## src/rtl/core/assert_macros.svh

```systemverilog
// Assertion macros shared by the regulator RTL.
// No dependencies; compiled away when SYNTHESIS is defined.
`ifndef ASSERT_MACROS_SVH
`define ASSERT_MACROS_SVH

`ifndef SYNTHESIS
// Check a property on every clock edge outside reset.
`define ASSERT_PROP(lbl, clk, rst_n, prop, msg) \
  lbl: assert property (@(posedge clk) disable iff (!rst_n) (prop)) else $error(msg);
// Check that an antecedent is followed by a consequent on the next edge.
`define ASSERT_NEXT(lbl, clk, rst_n, ante, cons, msg) \
  lbl: assert property (@(posedge clk) disable iff (!rst_n) (ante) |=> (cons)) else $error(msg);
`else
`define ASSERT_PROP(lbl, clk, rst_n, prop, msg)
`define ASSERT_NEXT(lbl, clk, rst_n, ante, cons, msg)
`endif

`endif

```

## src/rtl/core/ldr_pkg.sv

```systemverilog
// Shared types and constants for the LED current DAC regulator.
// No dependencies; used by every RTL file of the block except assert_macros.svh.
package ldr_pkg;

  localparam int LDR_HIST_DEPTH = 16;
  localparam int SAMPLE_W       = 15;
  localparam int RAW_W          = 16;
  localparam int DAC_W          = 12;
  localparam int STEP_W         = 6;
  localparam int DIFF_W         = SAMPLE_W - 3;
  localparam int CFG_IDX_W      = 3;
  localparam int CFG_DATA_W     = 15;

  localparam logic [STEP_W-1:0]   STEP_RESET    = 6'd32;
  localparam logic [STEP_W-1:0]   STEP_MIN      = 6'd1;
  localparam logic [DAC_W-1:0]    DAC_RESET     = 12'd4095;
  localparam logic [SAMPLE_W-1:0] TARGET1_RESET = 15'd0;
  localparam logic [SAMPLE_W-1:0] TARGET2_RESET = 15'd1500;
  localparam logic [SAMPLE_W-1:0] TARGET3_RESET = 15'd7350;
  localparam logic [DAC_W-1:0]    FLOOR_RESET   = 12'd2048;
  localparam logic [DAC_W-1:0]    CEILING_RESET = 12'd4095;

  // Configuration register indexes
  localparam logic [CFG_IDX_W-1:0] CFG_TARGET_ONE   = 3'd0;
  localparam logic [CFG_IDX_W-1:0] CFG_TARGET_TWO   = 3'd1;
  localparam logic [CFG_IDX_W-1:0] CFG_TARGET_THREE = 3'd2;
  localparam logic [CFG_IDX_W-1:0] CFG_DAC_FLOOR    = 3'd3;
  localparam logic [CFG_IDX_W-1:0] CFG_DAC_CEILING  = 3'd4;

  // Light level codes
  localparam logic [1:0] LEVEL_OFF   = 2'd0;
  localparam logic [1:0] LEVEL_ONE   = 2'd1;
  localparam logic [1:0] LEVEL_TWO   = 2'd2;
  localparam logic [1:0] LEVEL_THREE = 2'd3;

  // One control tick as seen by the DAC loop
  typedef struct packed {
    logic                advance;
    logic [SAMPLE_W-1:0] target;
    logic [SAMPLE_W-1:0] sample;
    logic [SAMPLE_W-1:0] past;
  } tick_t;

endpackage

```

## src/rtl/core/ldr_in_if.sv

```systemverilog
// Input channel of the regulator: handshake plus one control tick word.
// Depends on ldr_pkg for field widths.
interface ldr_in_if;
  logic                         valid;
  logic                         ready;
  logic                         link_ok;
  logic                         level_down;
  logic                         level_up;
  logic signed [ldr_pkg::RAW_W-1:0] current_sample;

  modport source (output valid, link_ok, level_down, level_up, current_sample, input ready);
  modport sink   (input valid, link_ok, level_down, level_up, current_sample, output ready);
endinterface

```

## src/rtl/core/ldr_out_if.sv

```systemverilog
// Result channel of the regulator: handshake plus one result word.
// Depends on ldr_pkg for field widths.
interface ldr_out_if;
  logic                       valid;
  logic                       ready;
  logic [ldr_pkg::DAC_W-1:0]  dac_code;
  logic                       converter_enable;
  logic [1:0]                 light_level;

  modport source (output valid, dac_code, converter_enable, light_level, input ready);
  modport sink   (input valid, dac_code, converter_enable, light_level, output ready);
endinterface

```

## src/rtl/core/led_current_dac_regulator.sv

```systemverilog
// LED current regulator: an accepted word's result word is offered in the next cycle.
// Throughput one word per cycle while results are taken; the update of level, step size and
// DAC code closes on itself each tick; the output register frees once its word is taken.
// Reset (rst_n, synchronous, active low): level 0, step 32, DAC code 4095, history cleared,
// configuration registers to their defaults, no result pending.
// Depends on ldr_pkg, ldr_in_if, ldr_out_if, ldr_hist_cell, ldr_dac_loop, assert_macros.svh.
`include "assert_macros.svh"
module led_current_dac_regulator (
  input  logic                           clk,
  input  logic                           rst_n,
  input  logic                           cfg_we,
  input  logic [ldr_pkg::CFG_IDX_W-1:0]  cfg_index,
  input  logic [ldr_pkg::CFG_DATA_W-1:0] cfg_wdata,
  ldr_in_if.sink                         in_chan,
  ldr_out_if.source                      out_chan
);

  // Configuration registers
  logic [ldr_pkg::SAMPLE_W-1:0] target1_r, target2_r, target3_r;
  logic [ldr_pkg::DAC_W-1:0]    floor_r, ceiling_r;

  always_ff @(posedge clk) begin
    if (!rst_n) begin
      target1_r <= ldr_pkg::TARGET1_RESET;
      target2_r <= ldr_pkg::TARGET2_RESET;
      target3_r <= ldr_pkg::TARGET3_RESET;
      floor_r   <= ldr_pkg::FLOOR_RESET;
      ceiling_r <= ldr_pkg::CEILING_RESET;
    end else if (cfg_we) begin
      case (cfg_index)
        ldr_pkg::CFG_TARGET_ONE:   target1_r <= cfg_wdata[ldr_pkg::SAMPLE_W-1:0];
        ldr_pkg::CFG_TARGET_TWO:   target2_r <= cfg_wdata[ldr_pkg::SAMPLE_W-1:0];
        ldr_pkg::CFG_TARGET_THREE: target3_r <= cfg_wdata[ldr_pkg::SAMPLE_W-1:0];
        ldr_pkg::CFG_DAC_FLOOR:    floor_r   <= cfg_wdata[ldr_pkg::DAC_W-1:0];
        ldr_pkg::CFG_DAC_CEILING:  ceiling_r <= cfg_wdata[ldr_pkg::DAC_W-1:0];
        default: ; // drop writes beyond the register list
      endcase
    end
  end

  // Handshake: take a new word whenever the output register is empty or being emptied
  logic out_valid_r;
  logic in_acc;
  logic advance;

  assign in_chan.ready = !out_valid_r || out_chan.ready;
  assign in_acc        = in_chan.valid && in_chan.ready;
  assign advance       = in_acc && in_chan.link_ok;

  // Button edges step the light level: down first, then up
  logic [1:0] level_r, level_nxt, level_dn;
  logic       down_seen_r, down_seen_nxt;
  logic       up_seen_r, up_seen_nxt;

  always_comb begin
    level_dn = level_r;
    if (in_chan.level_down && !down_seen_r && (level_r != ldr_pkg::LEVEL_OFF)) begin
      level_dn = level_r - 2'd1;
    end
    level_nxt     = level_r;
    down_seen_nxt = down_seen_r;
    up_seen_nxt   = up_seen_r;
    if (advance) begin
      level_nxt = level_dn;
      if (in_chan.level_up && !up_seen_r && (level_dn != ldr_pkg::LEVEL_THREE)) begin
        level_nxt = level_dn + 2'd1;
      end
      down_seen_nxt = in_chan.level_down;
      up_seen_nxt   = in_chan.level_up;
    end
  end

  always_ff @(posedge clk) begin
    if (!rst_n) begin
      level_r     <= ldr_pkg::LEVEL_OFF;
      down_seen_r <= 1'b0;
      up_seen_r   <= 1'b0;
    end else begin
      level_r     <= level_nxt;
      down_seen_r <= down_seen_nxt;
      up_seen_r   <= up_seen_nxt;
    end
  end

  // Target current for the new level; level off means zero target
  logic [ldr_pkg::SAMPLE_W-1:0] target;

  always_comb begin
    case (level_nxt)
      ldr_pkg::LEVEL_ONE:   target = target1_r;
      ldr_pkg::LEVEL_TWO:   target = target2_r;
      ldr_pkg::LEVEL_THREE: target = target3_r;
      default:              target = '0;
    endcase
  end

  // Negative samples count as zero, both for control and for the history
  logic [ldr_pkg::SAMPLE_W-1:0] sample;

  assign sample = in_chan.current_sample[ldr_pkg::RAW_W-1] ? '0
                : in_chan.current_sample[ldr_pkg::SAMPLE_W-1:0];

  // History line: a row of cells, advanced once per live tick; the last cell
  // holds the sample taken a full history depth ago
  logic [ldr_pkg::SAMPLE_W-1:0] hist_q [ldr_pkg::LDR_HIST_DEPTH];

  for (genvar k = 0; k < ldr_pkg::LDR_HIST_DEPTH; k++) begin : g_hist
    if (k == 0) begin : g_head
      ldr_hist_cell u_cell (
        .clk   (clk),
        .rst_n (rst_n),
        .shift (advance),
        .din   (sample),
        .dout  (hist_q[k])
      );
    end else begin : g_body
      ldr_hist_cell u_cell (
        .clk   (clk),
        .rst_n (rst_n),
        .shift (advance),
        .din   (hist_q[k-1]),
        .dout  (hist_q[k])
      );
    end
  end

  // DAC control loop
  ldr_pkg::tick_t            tick;
  logic [ldr_pkg::DAC_W-1:0] dac_nxt;

  always_comb begin
    tick.advance = advance;
    tick.target  = target;
    tick.sample  = sample;
    tick.past    = hist_q[ldr_pkg::LDR_HIST_DEPTH-1];
  end

  ldr_dac_loop u_loop (
    .clk         (clk),
    .rst_n       (rst_n),
    .tick        (tick),
    .dac_floor   (floor_r),
    .dac_ceiling (ceiling_r),
    .dac_nxt     (dac_nxt)
  );

  // Output register: hold the result word until it is taken
  logic [ldr_pkg::DAC_W-1:0] out_dac_r;
  logic                      out_en_r;
  logic [1:0]                out_level_r;
  logic                      out_valid_nxt;

  always_comb begin
    out_valid_nxt = out_valid_r;
    if (in_acc) begin
      out_valid_nxt = 1'b1;
    end else if (out_chan.ready) begin
      out_valid_nxt = 1'b0;
    end
  end

  always_ff @(posedge clk) begin
    if (!rst_n) begin
      out_valid_r <= 1'b0;
    end else begin
      out_valid_r <= out_valid_nxt;
    end
  end

  always_ff @(posedge clk) begin
    if (in_acc) begin
      out_dac_r   <= dac_nxt;
      out_en_r    <= in_chan.link_ok && (level_nxt != ldr_pkg::LEVEL_OFF);
      out_level_r <= level_nxt;
    end
  end

  assign out_chan.valid            = out_valid_r;
  assign out_chan.dac_code         = out_dac_r;
  assign out_chan.converter_enable = out_en_r;
  assign out_chan.light_level      = out_level_r;

  `ASSERT_NEXT(a_acc_gives_word, clk, rst_n, in_acc, out_valid_r, "accepted word produced no result")
  `ASSERT_NEXT(a_level_hold, clk, rst_n, !advance, $stable(level_r) && $stable(down_seen_r) && $stable(up_seen_r), "level state moved without a live tick")
  `ASSERT_PROP(a_enable_level, clk, rst_n, !(out_valid_r && out_en_r) || (out_level_r != ldr_pkg::LEVEL_OFF), "converter enabled at level off")

endmodule

```

## src/rtl/core/ldr_hist_cell.sv

```systemverilog
// One cell of the sample history line: holds a sample, hands it on.
// Depends on ldr_pkg.
module ldr_hist_cell (
  input  logic                         clk,
  input  logic                         rst_n,
  input  logic                         shift,
  input  logic [ldr_pkg::SAMPLE_W-1:0] din,
  output logic [ldr_pkg::SAMPLE_W-1:0] dout
);

  logic [ldr_pkg::SAMPLE_W-1:0] q_r;
  logic [ldr_pkg::SAMPLE_W-1:0] q_nxt;

  always_comb begin
    q_nxt = shift ? din : q_r;
  end

  always_ff @(posedge clk) begin
    if (!rst_n) begin
      q_r <= '0;
    end else begin
      q_r <= q_nxt;
    end
  end

  assign dout = q_r;

endmodule

```

## src/rtl/core/ldr_dac_loop.sv

```systemverilog
// Step size adaptation, current prediction and clamped DAC code update.
// Depends on ldr_pkg and assert_macros.svh.
`include "assert_macros.svh"
module ldr_dac_loop (
  input  logic                      clk,
  input  logic                      rst_n,
  input  ldr_pkg::tick_t            tick,
  input  logic [ldr_pkg::DAC_W-1:0] dac_floor,
  input  logic [ldr_pkg::DAC_W-1:0] dac_ceiling,
  output logic [ldr_pkg::DAC_W-1:0] dac_nxt
);

  localparam int PRED_W = ldr_pkg::SAMPLE_W + 3;
  localparam int SUM_W  = ldr_pkg::DAC_W + 1;

  logic [ldr_pkg::STEP_W-1:0]   step_r;
  logic [ldr_pkg::STEP_W-1:0]   step_nxt;
  logic [ldr_pkg::STEP_W-1:0]   step_upd;
  logic [ldr_pkg::DAC_W-1:0]    dac_r;
  logic [ldr_pkg::DAC_W-1:0]    dac_upd;
  logic [ldr_pkg::SAMPLE_W-1:0] gap;
  logic [ldr_pkg::DIFF_W-1:0]   diff;
  logic signed [PRED_W-1:0]     pred_full;
  logic [PRED_W-2:0]            pred;
  logic signed [SUM_W-1:0]      dac_down;
  logic [SUM_W-1:0]             dac_up;
  logic                         overshoot;

  always_comb begin
    overshoot = tick.sample > tick.target;
    gap       = tick.target - tick.sample;
    diff      = gap[ldr_pkg::SAMPLE_W-1:3];
    step_upd  = step_r;
    if (overshoot) begin
      step_upd = ldr_pkg::STEP_MIN;
    end else if ((diff < {{(ldr_pkg::DIFF_W - ldr_pkg::STEP_W){1'b0}}, step_r}) &&
                 (diff != '0)) begin
      step_upd = diff[ldr_pkg::STEP_W-1:0];
    end
  end

  // Prediction: twice the present sample minus the oldest one, floored at zero
  always_comb begin
    pred_full = $signed({2'b00, tick.sample, 1'b0}) - $signed({3'b000, tick.past});
    pred      = pred_full[PRED_W-1] ? '0 : pred_full[PRED_W-2:0];
  end

  always_comb begin
    dac_down = $signed({1'b0, dac_r}) - $signed({{(SUM_W - ldr_pkg::STEP_W){1'b0}}, step_upd});
    dac_up   = {1'b0, dac_r} + {{(SUM_W - ldr_pkg::STEP_W){1'b0}}, step_upd};
    dac_upd  = dac_r;
    if ({2'b00, tick.target} > pred) begin
      dac_upd = (dac_down < $signed({1'b0, dac_floor})) ? dac_floor
                                                        : dac_down[ldr_pkg::DAC_W-1:0];
    end else if ({2'b00, tick.target} < pred) begin
      dac_upd = (dac_up > {1'b0, dac_ceiling}) ? dac_ceiling : dac_up[ldr_pkg::DAC_W-1:0];
    end
  end

  always_comb begin
    step_nxt = tick.advance ? step_upd : step_r;
    dac_nxt  = tick.advance ? dac_upd : dac_r;
  end

  always_ff @(posedge clk) begin
    if (!rst_n) begin
      step_r <= ldr_pkg::STEP_RESET;
      dac_r  <= ldr_pkg::DAC_RESET;
    end else begin
      step_r <= step_nxt;
      dac_r  <= dac_nxt;
    end
  end

  `ASSERT_PROP(a_step_range, clk, rst_n, (step_r != '0) && (step_r <= ldr_pkg::STEP_RESET), "step size out of range")
  `ASSERT_NEXT(a_hold_idle, clk, rst_n, !tick.advance, $stable(dac_r) && $stable(step_r), "loop state moved without a tick")
  `ASSERT_NEXT(a_overshoot_step, clk, rst_n, tick.advance && overshoot, step_r == ldr_pkg::STEP_MIN, "overshoot did not reset step")

endmodule

```

## src/flat_wrapper.sv

```systemverilog
// flat-port wrapper written by rule: the top's interface ports become plain ports
module led_current_dac_regulator_flat 
  (clk, rst_n, cfg_we, cfg_index, cfg_wdata, in_chan_valid, in_chan_link_ok, in_chan_level_down, in_chan_level_up, in_chan_current_sample, in_chan_ready, out_chan_valid, out_chan_dac_code, out_chan_converter_enable, out_chan_light_level, out_chan_ready);
  ldr_in_if in_chan_i ();
  ldr_out_if out_chan_i ();
  input  logic clk;
  input  logic rst_n;
  input  logic cfg_we;
  input  logic [ldr_pkg::CFG_IDX_W-1:0] cfg_index;
  input  logic [ldr_pkg::CFG_DATA_W-1:0] cfg_wdata;
  input wire logic [$bits(in_chan_i.valid)-1:0] in_chan_valid;
  input wire logic [$bits(in_chan_i.link_ok)-1:0] in_chan_link_ok;
  input wire logic [$bits(in_chan_i.level_down)-1:0] in_chan_level_down;
  input wire logic [$bits(in_chan_i.level_up)-1:0] in_chan_level_up;
  input wire logic [$bits(in_chan_i.current_sample)-1:0] in_chan_current_sample;
  output wire logic [$bits(in_chan_i.ready)-1:0] in_chan_ready;
  output wire logic [$bits(out_chan_i.valid)-1:0] out_chan_valid;
  output wire logic [$bits(out_chan_i.dac_code)-1:0] out_chan_dac_code;
  output wire logic [$bits(out_chan_i.converter_enable)-1:0] out_chan_converter_enable;
  output wire logic [$bits(out_chan_i.light_level)-1:0] out_chan_light_level;
  input wire logic [$bits(out_chan_i.ready)-1:0] out_chan_ready;
  assign in_chan_i.valid = in_chan_valid;
  assign in_chan_i.link_ok = in_chan_link_ok;
  assign in_chan_i.level_down = in_chan_level_down;
  assign in_chan_i.level_up = in_chan_level_up;
  assign in_chan_i.current_sample = in_chan_current_sample;
  assign in_chan_ready = in_chan_i.ready;
  assign out_chan_valid = out_chan_i.valid;
  assign out_chan_dac_code = out_chan_i.dac_code;
  assign out_chan_converter_enable = out_chan_i.converter_enable;
  assign out_chan_light_level = out_chan_i.light_level;
  assign out_chan_i.ready = out_chan_ready;
  led_current_dac_regulator u_core (.clk(clk), .rst_n(rst_n), .cfg_we(cfg_we), .cfg_index(cfg_index), .cfg_wdata(cfg_wdata), .in_chan(in_chan_i), .out_chan(out_chan_i));
endmodule
```

## config.mk

```make
export PLATFORM = sky130hd
export DESIGN_NAME = led_current_dac_regulator_flat
export DESIGN_NICKNAME = d
export VERILOG_FILES = /design/src/rtl/core/ldr_pkg.sv /design/src/rtl/core/ldr_in_if.sv /design/src/rtl/core/ldr_out_if.sv /design/src/rtl/core/led_current_dac_regulator.sv /design/src/rtl/core/ldr_hist_cell.sv /design/src/rtl/core/ldr_dac_loop.sv /design/src/flat_wrapper.sv
export VERILOG_INCLUDE_DIRS = /design/src /design/src/rtl/core
export SDC_FILE = /design/constraint.sdc
export NUM_CORES = 1
export LEC_CHECK = 0
export ABC_AREA = 0
export BUFFER_PORTS_ARGS = -buffer_cell sky130_fd_sc_hd__buf_2
export CAP_MARGIN = 20
export CORE_AREA = 2 2 165 167
export CTS_BUF_LIST = sky130_fd_sc_hd__clkbuf_8 sky130_fd_sc_hd__clkbuf_16
export CTS_CLUSTER_DIAMETER = 50
export CTS_CLUSTER_SIZE = 8
export DETAILED_ROUTE_END_ITERATION = 10
export DIE_AREA = 0 0 167 169
export PLACE_DENSITY = 0.88
export REMOVE_ABC_BUFFERS = 1
export SLEW_MARGIN = 20
export SYNTH_ARGS = -nofsm -noshare
export SYNTH_HDL_FRONTEND = slang
export SYNTH_SLANG_ARGS = --single-unit
export TNS_END_PERCENT = 50
```

## constraint.sdc

```tcl
create_clock -name clk -period 27.2 [get_ports clk]
set_clock_uncertainty 0.2 [all_clocks]
set_input_delay 1.36 -clock clk [delete_from_list [all_inputs] [get_ports clk]]
set_output_delay 1.36 -clock clk [all_outputs]
set_load 0.05 [all_outputs]
```

Word-level counts from Yosys, hierarchy flattened --
Index checks and enable logic that the tools add are counted.
Cells by class: muxes and demuxes 15, reductions and logical operators 22, order comparisons 6, eq/ne operators 8, $add $sub $neg 6
Operators with widths (number):
- 12-bit two-way mux | 5
- 15-bit case mux with 3 select lines | 1
- 15-bit by 17-bit greater-than comparator with 1-bit output | 1
- 15-bit by 17-bit less-than comparator with 1-bit output | 1
- 17-bit two-way mux | 1
- 16-bit by 15-bit subtractor with 17-bit output | 1
- 15-bit greater-than comparator | 1
- 15-bit two-way mux | 1
- 15-bit subtractor | 1
- 12-bit by 6-bit adder with 13-bit output | 1
- 13-bit by 12-bit greater-than comparator with 1-bit output | 1
- 13-bit less-than comparator | 1
- 12-bit by 6-bit subtractor with 13-bit output | 1
- 12-bit by 6-bit less-than comparator with 1-bit output | 1
- 6-bit two-way mux | 2
- 12-bit nonzero test | 1
- 2-bit AND reduction | 5
- 1-bit logical AND | 8
- 3-bit by 2-bit == test with 1-bit output, second input constant | 2
- 2-bit two-way mux | 3
- 2-bit nonzero test | 3
- 2-bit == test, second input constant | 2
- 3-bit by 1-bit == test with 1-bit output, second input constant | 1
- 3-bit == test, second input constant | 1
- 8 further kinds | 11
Word-level totals: bits of input ports 42, bits in registers 347, word-level logic and storage cells 87

Logic depth before layout (Yosys ltp) --
Gate-level depths: netlist of run 1.
depth in word-level cells 21, gate-level depth with buffers 55, mapped depth without buffers 51

Cells and area by module --
Synthesis of run 1 repeated with hierarchy kept, for this count alone.
Unflattened totals: cells, all modules 1791, area total of the unflattened synthesis 17471.8 µm²
Modules (own cells, without submodules):
- ldr_hist_cell | cells an instance 48, instances 16, area an instance 579.3 µm², sequential area each 300.3 µm²
- ldr_dac_loop | cells an instance 608, instances 1, area an instance 4565.6 µm², sequential area each 360.3 µm²
- led_current_dac_regulator | cells an instance 415, instances 1, area an instance 3637.2 µm², sequential area each 1931.9 µm²

Worst setup path before layout of run 1 --
Ideal clock, no wire load.
path kind in2reg, start input in_chan_level_down, end register u_core.out_dac_r (netlist bit u_core.out_chan.dac_code[10]) (data pin), arrival time 10.355 ns, stages 46, data required time 26.728 ns, path slack 16.373 ns, library setup time 0.272 ns, cells stage by stage nor3b_4 xnor2_1 ha_1 nor3b_4 o2111ai_2 a22o_4 clkinv_8 clkbuf_1 mux2i_1 o21ai_0 ha_1 or3_1 a221oi_1 or3b_4 a31oi_1 o21ai_2 xor2_4 ha_1 [... 10 more ...] inv_1 fa_1 nand2_1 nand2_1 a21oi_1 nor2b_1 o21a_1 or4_1 or3_1 xnor2_1 ha_1 a211oi_1 nand2_1 o22ai_1 clkbuf_1 o21ai_0 o311ai_0 nand3_1
Between the ends: longest elaborated chain between the ends 20, elaborated cells on any way between the ends 30
Ends and longest elaborated chain:
- start, declared | line flat_wrapper.sv:13 | input wire logic [$bits(in_chan_i.level_down)-1:0] in_chan_level_down;
- 1-bit logical AND (*) (2 in series) | line led_current_dac_regulator.sv:57 | if (in_chan.level_down && !down_seen_r && (level_r != ldr_pkg::LEVEL_OFF)) begin
- 2-bit two-way mux (*) | line led_current_dac_regulator.sv:57
- parallel branches: the longest is 2 deep, another holds 2-bit by 1-bit adder with 2-bit output
- 2-bit two-way mux (*) | line led_current_dac_regulator.sv:65 | if (in_chan.level_up && !up_seen_r && (level_dn != ldr_pkg::LEVEL_THREE)) begin
- 2-bit two-way mux (*) | line led_current_dac_regulator.sv:63 | if (advance) begin
- net u_core.level_nxt[1] | line led_current_dac_regulator.sv:51 | logic [1:0] level_r, level_nxt, level_dn;
- 2-bit == test / 2-bit by 1-bit == test with 1-bit output (equally long branches) | line led_current_dac_regulator.sv:89 | case (level_nxt)
- 15-bit case mux with 3 select lines (*) | line led_current_dac_regulator.sv:89
- [... 5 more ...]
- net u_core.u_loop.step_upd (one bit) | line ldr_dac_loop.sv:18 | logic [ldr_pkg::STEP_W-1:0] step_upd;
- 12-bit by 6-bit adder with 13-bit output | line ldr_dac_loop.sv:50 | dac_up = {1'b0, dac_r} + {{(SUM_W - ldr_pkg::STEP_W){1'b0}}, step_upd};
- 13-bit by 12-bit greater-than comparator with 1-bit output | line ldr_dac_loop.sv:56 | dac_upd = (dac_up > {1'b0, dac_ceiling}) ? dac_ceiling : dac_up[ldr_pkg::DAC_W-1:0];
- 12-bit two-way mux | line ldr_dac_loop.sv:56
- 12-bit two-way mux | line ldr_dac_loop.sv:55 | end else if ({2'b00, tick.target} < pred) begin
- 12-bit two-way mux (*) | line ldr_dac_loop.sv:52 | if ({2'b00, tick.target} > pred) begin
- 12-bit two-way mux (*) | line ldr_dac_loop.sv:62 | dac_nxt = tick.advance ? dac_upd : dac_r;
- net u_core.dac_nxt (one bit) | line led_current_dac_regulator.sv:129 | logic [ldr_pkg::DAC_W-1:0] dac_nxt;
- end signal, assigned | line led_current_dac_regulator.sv:172 | out_dac_r <= dac_nxt;
- end, declared | line led_current_dac_regulator.sv:148 | logic [ldr_pkg::DAC_W-1:0] out_dac_r;
Mark *: on every way through the listed nets, which the timed path passes. A chain may end at the register's enable or synchronous reset.

Final worst setup path of run 1 --
start register u_core.level_r[0], end register u_core.out_dac_r (netlist bit u_core.out_chan.dac_code[8]) (data pin)
Between the ends: longest elaborated chain between the ends 20, elaborated cells on any way between the ends 31
Ends and longest elaborated chain:
- start, declared | line led_current_dac_regulator.sv:51
- start signal, assigned | line led_current_dac_regulator.sv:75 | level_r <= ldr_pkg::LEVEL_OFF;
- start signal, assigned | line led_current_dac_regulator.sv:79 | level_r <= level_nxt;
- parallel branches: the longest is 6 deep, another holds 2-bit by 1-bit subtractor with 2-bit output
- 2-bit two-way mux (*) | line led_current_dac_regulator.sv:63
- net u_core.level_nxt[0] | line led_current_dac_regulator.sv:51
- 2-bit == test / 2-bit by 1-bit == test with 1-bit output (equally long branches) | line led_current_dac_regulator.sv:89
- 15-bit case mux with 3 select lines (*) | line led_current_dac_regulator.sv:89
- 15-bit subtractor | line ldr_dac_loop.sv:31 | gap = tick.target - tick.sample;
- 12-bit by 6-bit less-than comparator with 1-bit output / 12-bit nonzero test (equally long branches) | line ldr_dac_loop.sv:36, ldr_dac_loop.sv:37
- 1-bit logical AND | line ldr_dac_loop.sv:36 | end else if ((diff < {{(ldr_pkg::DIFF_W - ldr_pkg::STEP_W){1'b0}}, step_r}) &&
- [... 2 more ...]
- net u_core.u_loop.step_upd (one bit) | line ldr_dac_loop.sv:18
- 12-bit by 6-bit adder with 13-bit output | line ldr_dac_loop.sv:50
- 13-bit by 12-bit greater-than comparator with 1-bit output | line ldr_dac_loop.sv:56
- 12-bit two-way mux | line ldr_dac_loop.sv:56
- 12-bit two-way mux | line ldr_dac_loop.sv:55
- 12-bit two-way mux (*) | line ldr_dac_loop.sv:52
- 12-bit two-way mux (*) | line ldr_dac_loop.sv:62
- net u_core.dac_nxt (one bit) | line led_current_dac_regulator.sv:129
Marked as above.

==> results.md, run 1 <==
* Die W at 167 um
* Initial antenna violation count at 1
* Tot Pwr at 1.28 mW
* Post-synthesis mux area share at 1.71%
* Number of global-route vias before repair at 13006
* Hold Crit Class: register to register
* Pre-CTS setup slack at 14.18 ns
* Rel. slew slack at 25.3%
* Drc violations at 0
* Status: finished clean
* Final setup margin at 14.73 ns
* Fillers at 2119
* WHS at 0.248 ns
* CP Buf/Inv Count at 3
* Area grow syn2layout at 10.1%
* DRT iter0 DRCs at 961
* Kind of critical path: register to register
* Post-CTS Setup Inserts at 0
* Tmin final at 12.47 ns
* TritonRoute pass-1 iters at 7
* Least-Margin Pin Slew at 1.12 ns
* Leakage at 6.64 nW
* Post-Synthesis Cell Area at 16300 um2
* F_max at 0.0802 GHz
* CTS H-tree depth at 2
* Max incr delay on CP at 0.85 ns
* Simple-gate share of the synthesized area at 22.8%
* CTS tree: done
* Die Height at 169 um
* Main synth FF type: dfxtp_1
* WL per Instance at 15.6 um
* Setup TNS at 0 ns
* CP Launch Type: register
* Largest family of logic cells by synthesized area: simple AND/OR/NAND/NOR gates
* Starting Density at 61.7%
* Clock slew at reported path FFs at 0.05 ns
* # port buffers at 58
* Largest net degree at the start of global routing at 176
* CTS max path bufs at 3
* Syn avg cell area at 7.81 um2
* EDFF count, synth at 15
* Maximum vdd drop at 0.0574 mV
* Final Non-Filler Cells at 2431
* Post-Synth XOR/XNOR Area at 1.94%
* CORE AREA at 26500 um2
* Resized cells post-CTS at 0
* CTS root buf: clkbuf_16
* Dpl cells at 2366
* Final Wtd Congestion at 0.883
* Max-slew violations at 0
* Register area share after synthesis at 43.4%
* Fin crit share at 45.9%
* Nets@finish at 2207
* Max Cap Violations at 0
* I/O pin cnt at 59
* Clock latency on the worst-skew pair at 0.56 ns
* Power Dens Cells at 71.1 nW/um2
* #FFs+latches synth at 347
* Adder-Cell Fraction of Synth Area at 6.87%
* Most used cell, CP: ha_1
* Row cnt at 60
* RSZ-0062 raised after global routing: false
* DRT Wirelength at 37.9 mm
* Complex-gate fraction of the synthesized area at 17.9%
* Total track usage at 26.3%
* Crit path max-delay cell type: o22ai_1
* Synth Warn # at 0
* DRT antenna net count at 0
* Avg Vias per Cell at 5.77
* Cts hold-fix bufs at 0
* Final setup fails at 0
* Setup crit end kind: register
* Post-synth ARST share at 0%
* Overflow after GRT at 0
* Layout cells sized above 1 at 7.85%
* Routed vias at 14027
* Die ar. at 28200 um2
* CP required at 27.27 ns
* Final hold vios at 0
* Global-route wire length before repair at 62.1 mm
* Family with the most delay on the worst path: simple AND/OR/NAND/NOR gates
* Clock Sinks at 347
* Synth cell types at 80
* Detailed Place HPWL at 24.9 mm
* Crit Path Max Fanout at 17
* Worst endpoint data arrival time at 12.55 ns
* Cells after synthesis at 2092
* Total CTS buffers at 50
where the power goes:
part | internal, mW | total [mW] | switching, mW
clock network | 0.328 | 0.538 | 0.211
logic | 0.0740 | 0.212 | 0.138
registers | 0.523 | 0.530 | 0.00684
layer usage:
layer  share of wire (%)  GRT usage (%)  up-vias
li1                    -              -     6974
met1                  44           33.8     6619
met2                  48           44.9      346
met3                 4.5           3.53       88
met4                 3.1           10.1        0
met5                   0              0        -
worst paths after layout:
path,from,slack (ns),to,depth (start not counted)
worst min register to register,u_core.g_hist[1].g_body.u_cell.dout[5],0.25,u_core.g_hist[2].g_body.u_cell.dout[5],2
worst max register to register,u_core.level_r[0],14.73,u_core.out_chan.dac_code[8],47
worst min-delay path,u_core.g_hist[1].g_body.u_cell.dout[5],0.25,u_core.g_hist[2].g_body.u_cell.dout[5],2
worst max-delay path,u_core.level_r[0],14.73,u_core.out_chan.dac_code[8],47
kinds of logic (layout without fill, tap and decap cells):
kind of cell,count (synthesis),in the layout
and+or+nand+nor,884,884
buffers and inverters,215,212
muxes,27,27
other,0,1
xor gates and xnor gates,34,34
AOI/OAI and AO/OA,497,497
DFF,347,347
adders and majority gates,88,88
final cells by class:
cell class              instances  area (um2)  area share (%)
repair buffers                 65         347            1.93
clock inverters                13        98.8           0.549
diodes                          1        2.50          0.0139
clock buffers                  51        1260            7.03
flip-flops and latches        347        7100            39.4
multi-input cells            1530        8420            46.8
inverters                      83         332            1.84
well taps                     341         427            2.37
Yosys cell counts, types with 11 or more instances:
| master | instances | share of area, % |
|---|---|---|
| edfxtp_1 | 15 | 2.8 |
| clkbuf_1 | 119 | 2.7 |
| xnor2_1 | 22 | 1.2 |
| ha_1 | 85 | 6.5 |
| o21ai_0 | 45 | 1.4 |
| xor2_1 | 11 | 0.59 |
| a21oi_1 | 313 | 9.6 |
| nand2_1 | 673 | 15 |
| nand3_1 | 53 | 1.6 |
| inv_1 | 81 | 1.9 |
| nand4_1 | 30 | 1.1 |
| mux2i_1 | 23 | 1.4 |
| o211ai_1 | 16 | 0.73 |
| o21a_1 | 20 | 0.92 |
| dfxtp_1 | 332 | 41 |
| o21ai_1 | 15 | 0.46 |
| nand2b_1 | 19 | 0.73 |
| nor2_1 | 42 | 0.96 |
| a21o_1 | 19 | 0.87 |
tightest hold or removal path, cell delays in order (launching register included):
cell	delay [ns]
dfxtp_1	0.30
nand2_1	0.05
a21oi_1	0.05
registers in the layout (all words and copies together) (netlist names), 15 cells and up:
signal                            count
u_core.target3_r                     15
u_core.g_hist.g_body.u_cell.dout    225
u_core.target2_r                     15
u_core.g_hist.g_head.u_cell.dout     15
u_core.target1_r                     15
cells in the final DEF, fill, tap and decap left out, types with 8 or more instances in the layout:
| cell type | netlist | layout |
|---|---|---|
| nor2_1 | 42 | 41 |
| nand2_1 | 673 | 673 |
| o21a_1 | 20 | 20 |
| o21ai_0 | 45 | 45 |
| inv_1 | 81 | 89 |
| buf_2 | 1 | 58 |
| nor2b_1 | 8 | 8 |
| o211ai_1 | 16 | 16 |
| mux2i_1 | 23 | 23 |
| o21ai_1 | 15 | 15 |
| o2111ai_1 | 10 | 10 |
| ha_1 | 85 | 85 |
| dfxtp_1 | 332 | 332 |
| nand4_1 | 30 | 30 |
| a21oi_1 | 313 | 313 |
| a21o_1 | 19 | 19 |
| xor2_1 | 11 | 11 |
| nand3_1 | 53 | 52 |
| clkbuf_16 | 0 | 50 |
| nand2b_1 | 19 | 19 |
| xnor2_1 | 22 | 21 |
| edfxtp_1 | 15 | 15 |
metrics by stage:
stage / util, % / cell area [um2]
2_1_floorplan: - / 15800
3_3_place_gp: 62.6 / 16600
3_5_place_dp: 62.7 / 16600
4_1_cts: 67.8 / 18000
5_1_grt: 67.9 / 18000
6_report: 67.9 / 18000
No activity file was read; power rests on OpenSTA's default activity.
==> inputs of run 2 (changes only) <==
CORE_AREA = 2 2 174 176   (was 2 2 165 167)
DIE_AREA = 0 0 176 178   (was 0 0 167 169)
PLACE_DENSITY = 0.84   (was 0.88)
clock period = 11.1 ns   (was 27.2 ns; I/O delays follow)
==> results.md, run 2 (synthesis gave the netlist of run 1 again) <==
* Status: finished clean
* Final Wtd Congestion at 0.915 (+3.7%)
* Largest net degree at the start of global routing at 247 (+40%)
* Crit Path Max Fanout at 17 (unchanged)
* WHS at 0.0589 ns (-0.189 ns)
* Row cnt at 63 (+5.0%)
* Hold Path Cell Cnt at 3 (+1)
* Overflow after GRT at 0 (unchanged)
* Multi-input logic area at 8460 um2 (+0.43%)
* Avg Vias per Cell at 5.68 (-1.5%)
* Rel. slew slack at 14.2% (-11 points)
* CTS tree: done
* Worst endpoint data arrival time at 10.55 ns (-2.00 ns)
* Least-Margin Pin Slew at 1.29 ns (+0.167 ns)
* Final hold vios at 0 (unchanged)
* Leakage at 6.74 nW (+1.5%)
* Global-route wire length before repair at 62.1 mm (about the same)
* Max Cap Violations at 0 (unchanged)
* DRT antenna net count at 0 (unchanged)
* CTS root buf: clkbuf_16
* Total track usage at 23.9% (-2.3 points)
* Hold_sp: cfg_wdata[12]
* I/O pin cnt at 59 (unchanged)
* Clock Sinks at 347 (unchanged)
* F_max at 0.0956 GHz (+19%)
* Reg2Reg Depth at 45 (-4.3%)
* Die ar. at 31300 um2 (+11%)
* Clock latency on the worst-skew pair at 0.55 ns (about the same)
* WL per Instance at 15.3 um (-1.7%)
* Final setup margin at 0.636 ns (-14.09 ns)
* Tot Pwr at 3.15 mW (+150%)
* Hold Crit Class: input pin to register
* Dpl cells at 2422 (+2.4%)
* Family with the most delay on the worst path: simple AND/OR/NAND/NOR gates
* Detailed Place HPWL at 24.4 mm (-2.0%)
* Worst R2R End: u_core.out_chan.dac_code[6]
* Power Dens Cells at 173 nW/um2 (+140%)
* # port buffers at 58 (unchanged)
* Max-slew violations at 0 (unchanged)
* Reg area at 7100 um2 (about the same)
* CTS H-tree depth at 2 (unchanged)
* Total CTS buffers at 50 (unchanged)
* Starting Density at 55.6% (-6.1 points)
* Cts hold-fix bufs at 0 (unchanged)
* CORE AREA at 29400 um2 (+11%)
* Max reg flops at 225 (unchanged)
* Final Non-Filler Cells at 2497 (+2.7%)
* CP Buf/Inv Count at 4 (+1)
* Die Height at 178 um (+5.3%)
* Die W at 176 um (+5.4%)
* Routed vias at 14185 (+1.1%)
* Initial antenna violation count at 0 (-1)
* Number of global-route vias before repair at 12924 (-0.63%)
* Crit path max-delay cell type: or3b_4
* Maximum vdd drop at 0.118 mV (+110%)
* Max incr delay on CP at 0.47 ns (-0.38 ns)
* Most used cell, CP: ha_1
* Fin crit share at 94.3% (+48 points)
* Hold endpoint: u_core.target3_r[12]
* Tmin final at 10.46 ns (-2.01 ns)
* Layout cells sized above 1 at 9.02% (+1.2 points)
* Commonest non-fill, non-tap cell in the layout: nand2_1
* Setup crit end kind: register
* Final setup fails at 0 (unchanged)
* CTS max path bufs at 3 (unchanged)
* Drc violations at 0 (unchanged)
* Reg-to-Reg Start: u_core.level_r[0]
* Most frequent cells in the layout: nand2_1, dfxtp_1, a21oi_1
* DRT Wirelength at 38.3 mm (+1.0%)
* CP required at 11.19 ns (-16.08 ns)
* Clock slew at reported path FFs at 0.05 ns (about the same)
* CP Launch Type: register
* Pre-CTS setup slack at 0.0228 ns (-14.15 ns)
* FF-to-FF setup slack at 0.64 ns (-14.09 ns)
* Fillers at 2467 (+16%)
* Kind of critical path: register to register
* DRT iter0 DRCs at 1214 (+26%)
* TritonRoute pass-1 iters at 8 (+1)
* Area grow syn2layout at 11.5%
* Nets@finish at 2225 (+0.82%)
run 2: cell types whose count changed in the layout (fill, tap and decap cells not counted), sizes merged:
cell / previous run / this run
clkinv: 5 / 7
clkbuf: 51 / 50
buf: 65 / 83
inv: 91 / 89
run 2: layout make-up:
type	count	area share [%]
flip-flops and latches	347	38.9
clock inverters	13	0.590
inverters	83	1.82
multi-input cells	1530	46.4
repair buffers	83	2.71
well taps	390	2.68
diodes	1	0.0137
clock buffers	50	6.86
run 2: worst reg2reg max path, delay by kind of cell, from the launching register on:
kind | cells | cell delay, ns
xor gates and xnor gates | 1 | 0.17
and+or+nand+nor | 18 | 3.77
DFF | 1 | 0.39
adders and majority gates | 7 | 1.91
muxes | 2 | 0.44
AOI/OAI and AO/OA | 13 | 2.79
buffers and inverters | 4 | 0.52
run 2: metal layers:
metal	vias up	global-route usage (%)	part of all wire, %
met4	0	9.40	3.6
met1	6661	31.7	44
met2	412	39.6	47
met5	-	0	0
met3	94	3.41	5.4
li1	7018	-	-
run 2: repair_timing:
action,in CTS,in global routing
resized for setup,1,13
setup endpoints to repair,2,24
gates cloned,0,0
pin swaps,0,2
setup buffers,0,11
run 2: report_power, final:
group / switching [mW] / leakage (nW) / internal [mW]
clock: 0.521 / 0.691 / 0.797
sequential: 0.0166 / 2.82 / 1.28
combinational: 0.343 / 3.23 / 0.194
total: 0.880 / 6.74 / 2.27
run 2: worst max-delay path by stage:
stage | cells past startpoint | startpoint | slack [ns] | to
after floorplan | 44 | out_chan_ready | -3.98 | u_core.out_chan.dac_code[6]
after global placement | 46 | u_core.level_r[0] | 0.43 | u_core.out_chan.dac_code[8]
after detailed placement | 46 | u_core.level_r[0] | 0.02 | u_core.out_chan.dac_code[8]
after CTS | 46 | u_core.level_r[0] | 0.12 | u_core.out_chan.dac_code[8]
after global routing | 46 | u_core.level_r[0] | -0.03 | u_core.out_chan.dac_code[6]
final | 45 | u_core.level_r[0] | 0.64 | u_core.out_chan.dac_code[6]
run 2: per-stage QoR:
step | util (%) | setup TNS, ns | cell area [um2]
6_report | 62.0 | 0 | 18200
3_5_place_dp | 56.9 | 0 | 16700
4_1_cts | 61.5 | 0 | 18100
2_1_floorplan | - | -92.62 | 15800
5_1_grt | 62.0 | -0.0835 | 18200
3_3_place_gp | 56.9 | 0 | 16700
==> inputs of run 3 (changes only) <==
CORE_AREA = 2 2 179 181   (was 2 2 174 176)
DIE_AREA = 0 0 181 183   (was 0 0 176 178)
SYNTH_HIERARCHICAL = 1   (was default)
==> results.md, run 3 <==
* WL per Instance at 16.2 um (+5.5%)
* Post-synth ARST share at 0% (unchanged)
* Hold Path Cell Cnt at 3 (unchanged)
* Syn avg cell area at 9.76 um2 (+25%)
* Top sig layer: met4
* WL met1 at 16.2 mm (-3.4%)
* Post-synthesis mux area share at 16.0% (+14 points)
* Commonest cells post-synth: dfxtp_1, mux2i_1, nor2b_1
* Cell with the most instances after synthesis: dfxtp_1
* Clock slew at reported path FFs at 0.05 ns (about the same)
* CORE AREA at 31200 um2 (+6.2%)
* Hold endpoint: u_core/target2_r[12]
* Global-route wire length before repair at 59.5 mm (-4.2%)
* DRT Wirelength at 36.3 mm (-5.2%)
* Fin crit share at 95.5% (+1.2 points)
* Largest family of logic cells by synthesized area: simple AND/OR/NAND/NOR gates
* Main synth FF type: dfxtp_1
* Largest net degree at the start of global routing at 158 (-36%)
* Clock latency on the worst-skew pair at 0.56 ns (about the same)
* Adder-Cell Fraction of Synth Area at 6.43% (-0.44 points)
* Register area share after synthesis at 40.6% (-2.8 points)
* Synth Warn # at 6 (+6)
* Synth cell types at 78 (-2.5%)
* Cell taking the most area after synthesis: dfxtp_1
* Leakage at 7.42 nW (+10%)
* Die Height at 183 um (+2.8%)
* Least-Margin Pin Slew at 1.08 ns (-0.203 ns)
* Yosys top cell area share at 38.0% (-2.6 points)
* TritonRoute pass-1 iters at 6 (-2)
* #FFs+latches synth at 347 (unchanged)
* F_max at 0.0944 GHz (-1.2%)
* Pre-CTS setup slack at 0.181 ns (+0.158 ns)
* Row cnt at 65 (+3.2%)
* Post-Synthesis Cell Area at 17500 um2 (+6.9%)
* Hold_sp: cfg_wdata[12]
* Status: finished clean
* Drc violations at 0 (unchanged)
* Routed vias at 12591 (-11%)
* Most used cell, CP: ha_1
* Worst R2R End: u_core/u_loop/dac_r[6]
* CTS max path bufs at 3 (unchanged)
* Post-Synth XOR/XNOR Area at 1.90% (-0.031 points)
* EDFF count, synth at 15 (unchanged)
* Complex-gate fraction of the synthesized area at 9.86% (-8.1 points)
* Max Cap Violations at 0 (unchanged)
* Crit path max-delay cell type: or4b_4
* Reg2Reg Depth at 42 (-6.7%)
* CTS H-tree depth at 2 (unchanged)
* Setup TNS at 0 ns (unchanged)
* Final Wtd Congestion at 0.950 (+3.8%)
* Nets@finish at 1960 (-12%)
* Commonest non-fill, non-tap cell in the layout: dfxtp_1
* CP Launch Type: register
* Hold Crit Class: input pin to register
* Maximum vdd drop at 0.147 mV (+25%)
* DRT iter0 DRCs at 888 (-27%)
* Avg Vias per Cell at 5.61 (-1.3%)
* Most frequent cells in the layout: dfxtp_1, mux2i_1, nor2b_1
* Number of global-route vias before repair at 12414 (-3.9%)
* Die ar. at 33100 um2 (+5.7%)
* Metal2 WL at 17.5 mm (-3.3%)
* Final hold vios at 0 (unchanged)
* Final setup margin at 0.504 ns (-0.131 ns)
* Total track usage at 21.5% (-2.4 points)
* Simple-gate share of the synthesized area at 19.1% (-3.7 points)
* FF-to-FF setup slack at 0.50 ns (-0.13 ns)
* Max-slew violations at 0 (unchanged)
* I/O pin cnt at 59 (unchanged)
* CTS root buf: clkbuf_16
* Layout cells sized above 1 at 9.40% (+0.38 points)
* Reg area at 7100 um2 (unchanged)
* Met3 wire len at 1.71 mm (-17%)
* Starting Density at 55.9% (+0.34 points)
* Cts hold-fix bufs at 0 (unchanged)
* Family with the most delay on the worst path: compound AO/OA/AOI/OAI gates
* Max reg flops at 225 (unchanged)
* Max incr delay on CP at 0.60 ns (+0.13 ns)
* Final setup fails at 0 (unchanged)
* Cells after synthesis at 1791 (-14%)
* Power Dens Cells at 207 nW/um2 (+19%)
* CP required at 11.32 ns (+0.13 ns)
* Clock Sinks at 347 (unchanged)
* CP Buf/Inv Count at 5 (+1)
* Total CTS buffers at 50 (unchanged)
* CTS tree: done
* Die W at 181 um (+2.8%)
* Fillers at 2549 (+3.3%)
* # port buffers at 58 (unchanged)
* Tmin final at 10.60 ns (+0.131 ns)
* Area grow syn2layout at 9.48%
* Rel. slew slack at 27.7% (+14 points)
* DRT antenna net count at 0 (unchanged)
* Initial antenna violation count at 2 (+2)
* Worst endpoint data arrival time at 10.82 ns (+0.27 ns)
* Reg-to-Reg Start: u_core/level_r[0]
* Largest cells by area after synthesis: dfxtp_1, mux2i_1, nor2b_1
* Detailed Place HPWL at 24.6 mm (+0.57%)
* Setup crit end kind: register
* Overflow after GRT at 0 (unchanged)
* Multi-input logic area at 9370 um2 (+11%)
* Crit Path Max Fanout at 15 (-2)
* Kind of critical path: register to register
## run 3: how the worst max path moves through the flow
stage               depth (start not counted)                      endpoint               from
floorplan                                  35  u_core/out_chan.dac_code[11]     out_chan_ready
global placement                           43   u_core/out_chan.dac_code[0]  u_core/level_r[0]
detailed placement                         43   u_core/out_chan.dac_code[2]  u_core/level_r[0]
CTS                                        43   u_core/out_chan.dac_code[2]  u_core/level_r[0]
global route                               43        u_core/u_loop/dac_r[8]  u_core/level_r[0]
finish                                     42        u_core/u_loop/dac_r[6]  u_core/level_r[0]
## run 3: report_power, final
group | switching [mW] | internal (mW) | total [mW]
sequential | 0.0518 | 1.32 | 1.37
clock | 0.508 | 0.824 | 1.33
combinational | 0.718 | 0.525 | 1.24
total | 1.28 | 2.67 | 3.95
## run 3: per-layer routing
layer | vias up | global-route usage, %
li1 | 6204 | -
met1 | 5987 | 27.3
met2 | 321 | 37.2
met3 | 79 | 3.46
met4 | 0 | 7.77
met5 | - | 0
## run 3: area by class of cell
class / instances / share of cell area [%]
antenna: 3 / 0.0392
inverter: 82 / 1.65
sequential: 347 / 37.1
clock buffer: 51 / 6.61
multi-input combinational: 1274 / 49.0
timing repair buffer: 75 / 2.37
clock inverter: 11 / 0.634
tap: 402 / 2.63
## run 3: cells by family after synthesis
group / after synthesis
adder cells (fa/ha/maj): 88
AO/OA/AOI/OAI: 240
AND/OR/NAND/NOR: 628
multiplexers: 280
flip-flops: 347
buffers and inverters: 170
XOR/XNOR: 38
## run 3: per-stage QoR
step	power [mW]	cells	hold slack, ns	cell area (um2)	utilization (%)
floorplan	2.34	1703	0.236	16700	-
global placement	2.58	2174	0.241	17600	56.5
detailed placement	2.60	2174	0.249	17600	56.5
CTS	3.94	2236	0.0564	19000	60.9
global route	4.16	2244	0.0784	19100	61.2
finish	3.95	2245	0.0737	19100	61.3
## run 3: tightest hold or removal path, stage by stage
cell and delay (ns):
buf_2 0.12, nand2_1 0.05, a21oi_1 0.05
## run 3: repair_timing
item,in CTS,in global routing
gates resized for setup,0,11
setup buffers,0,6
setup endpoints to repair,0,24
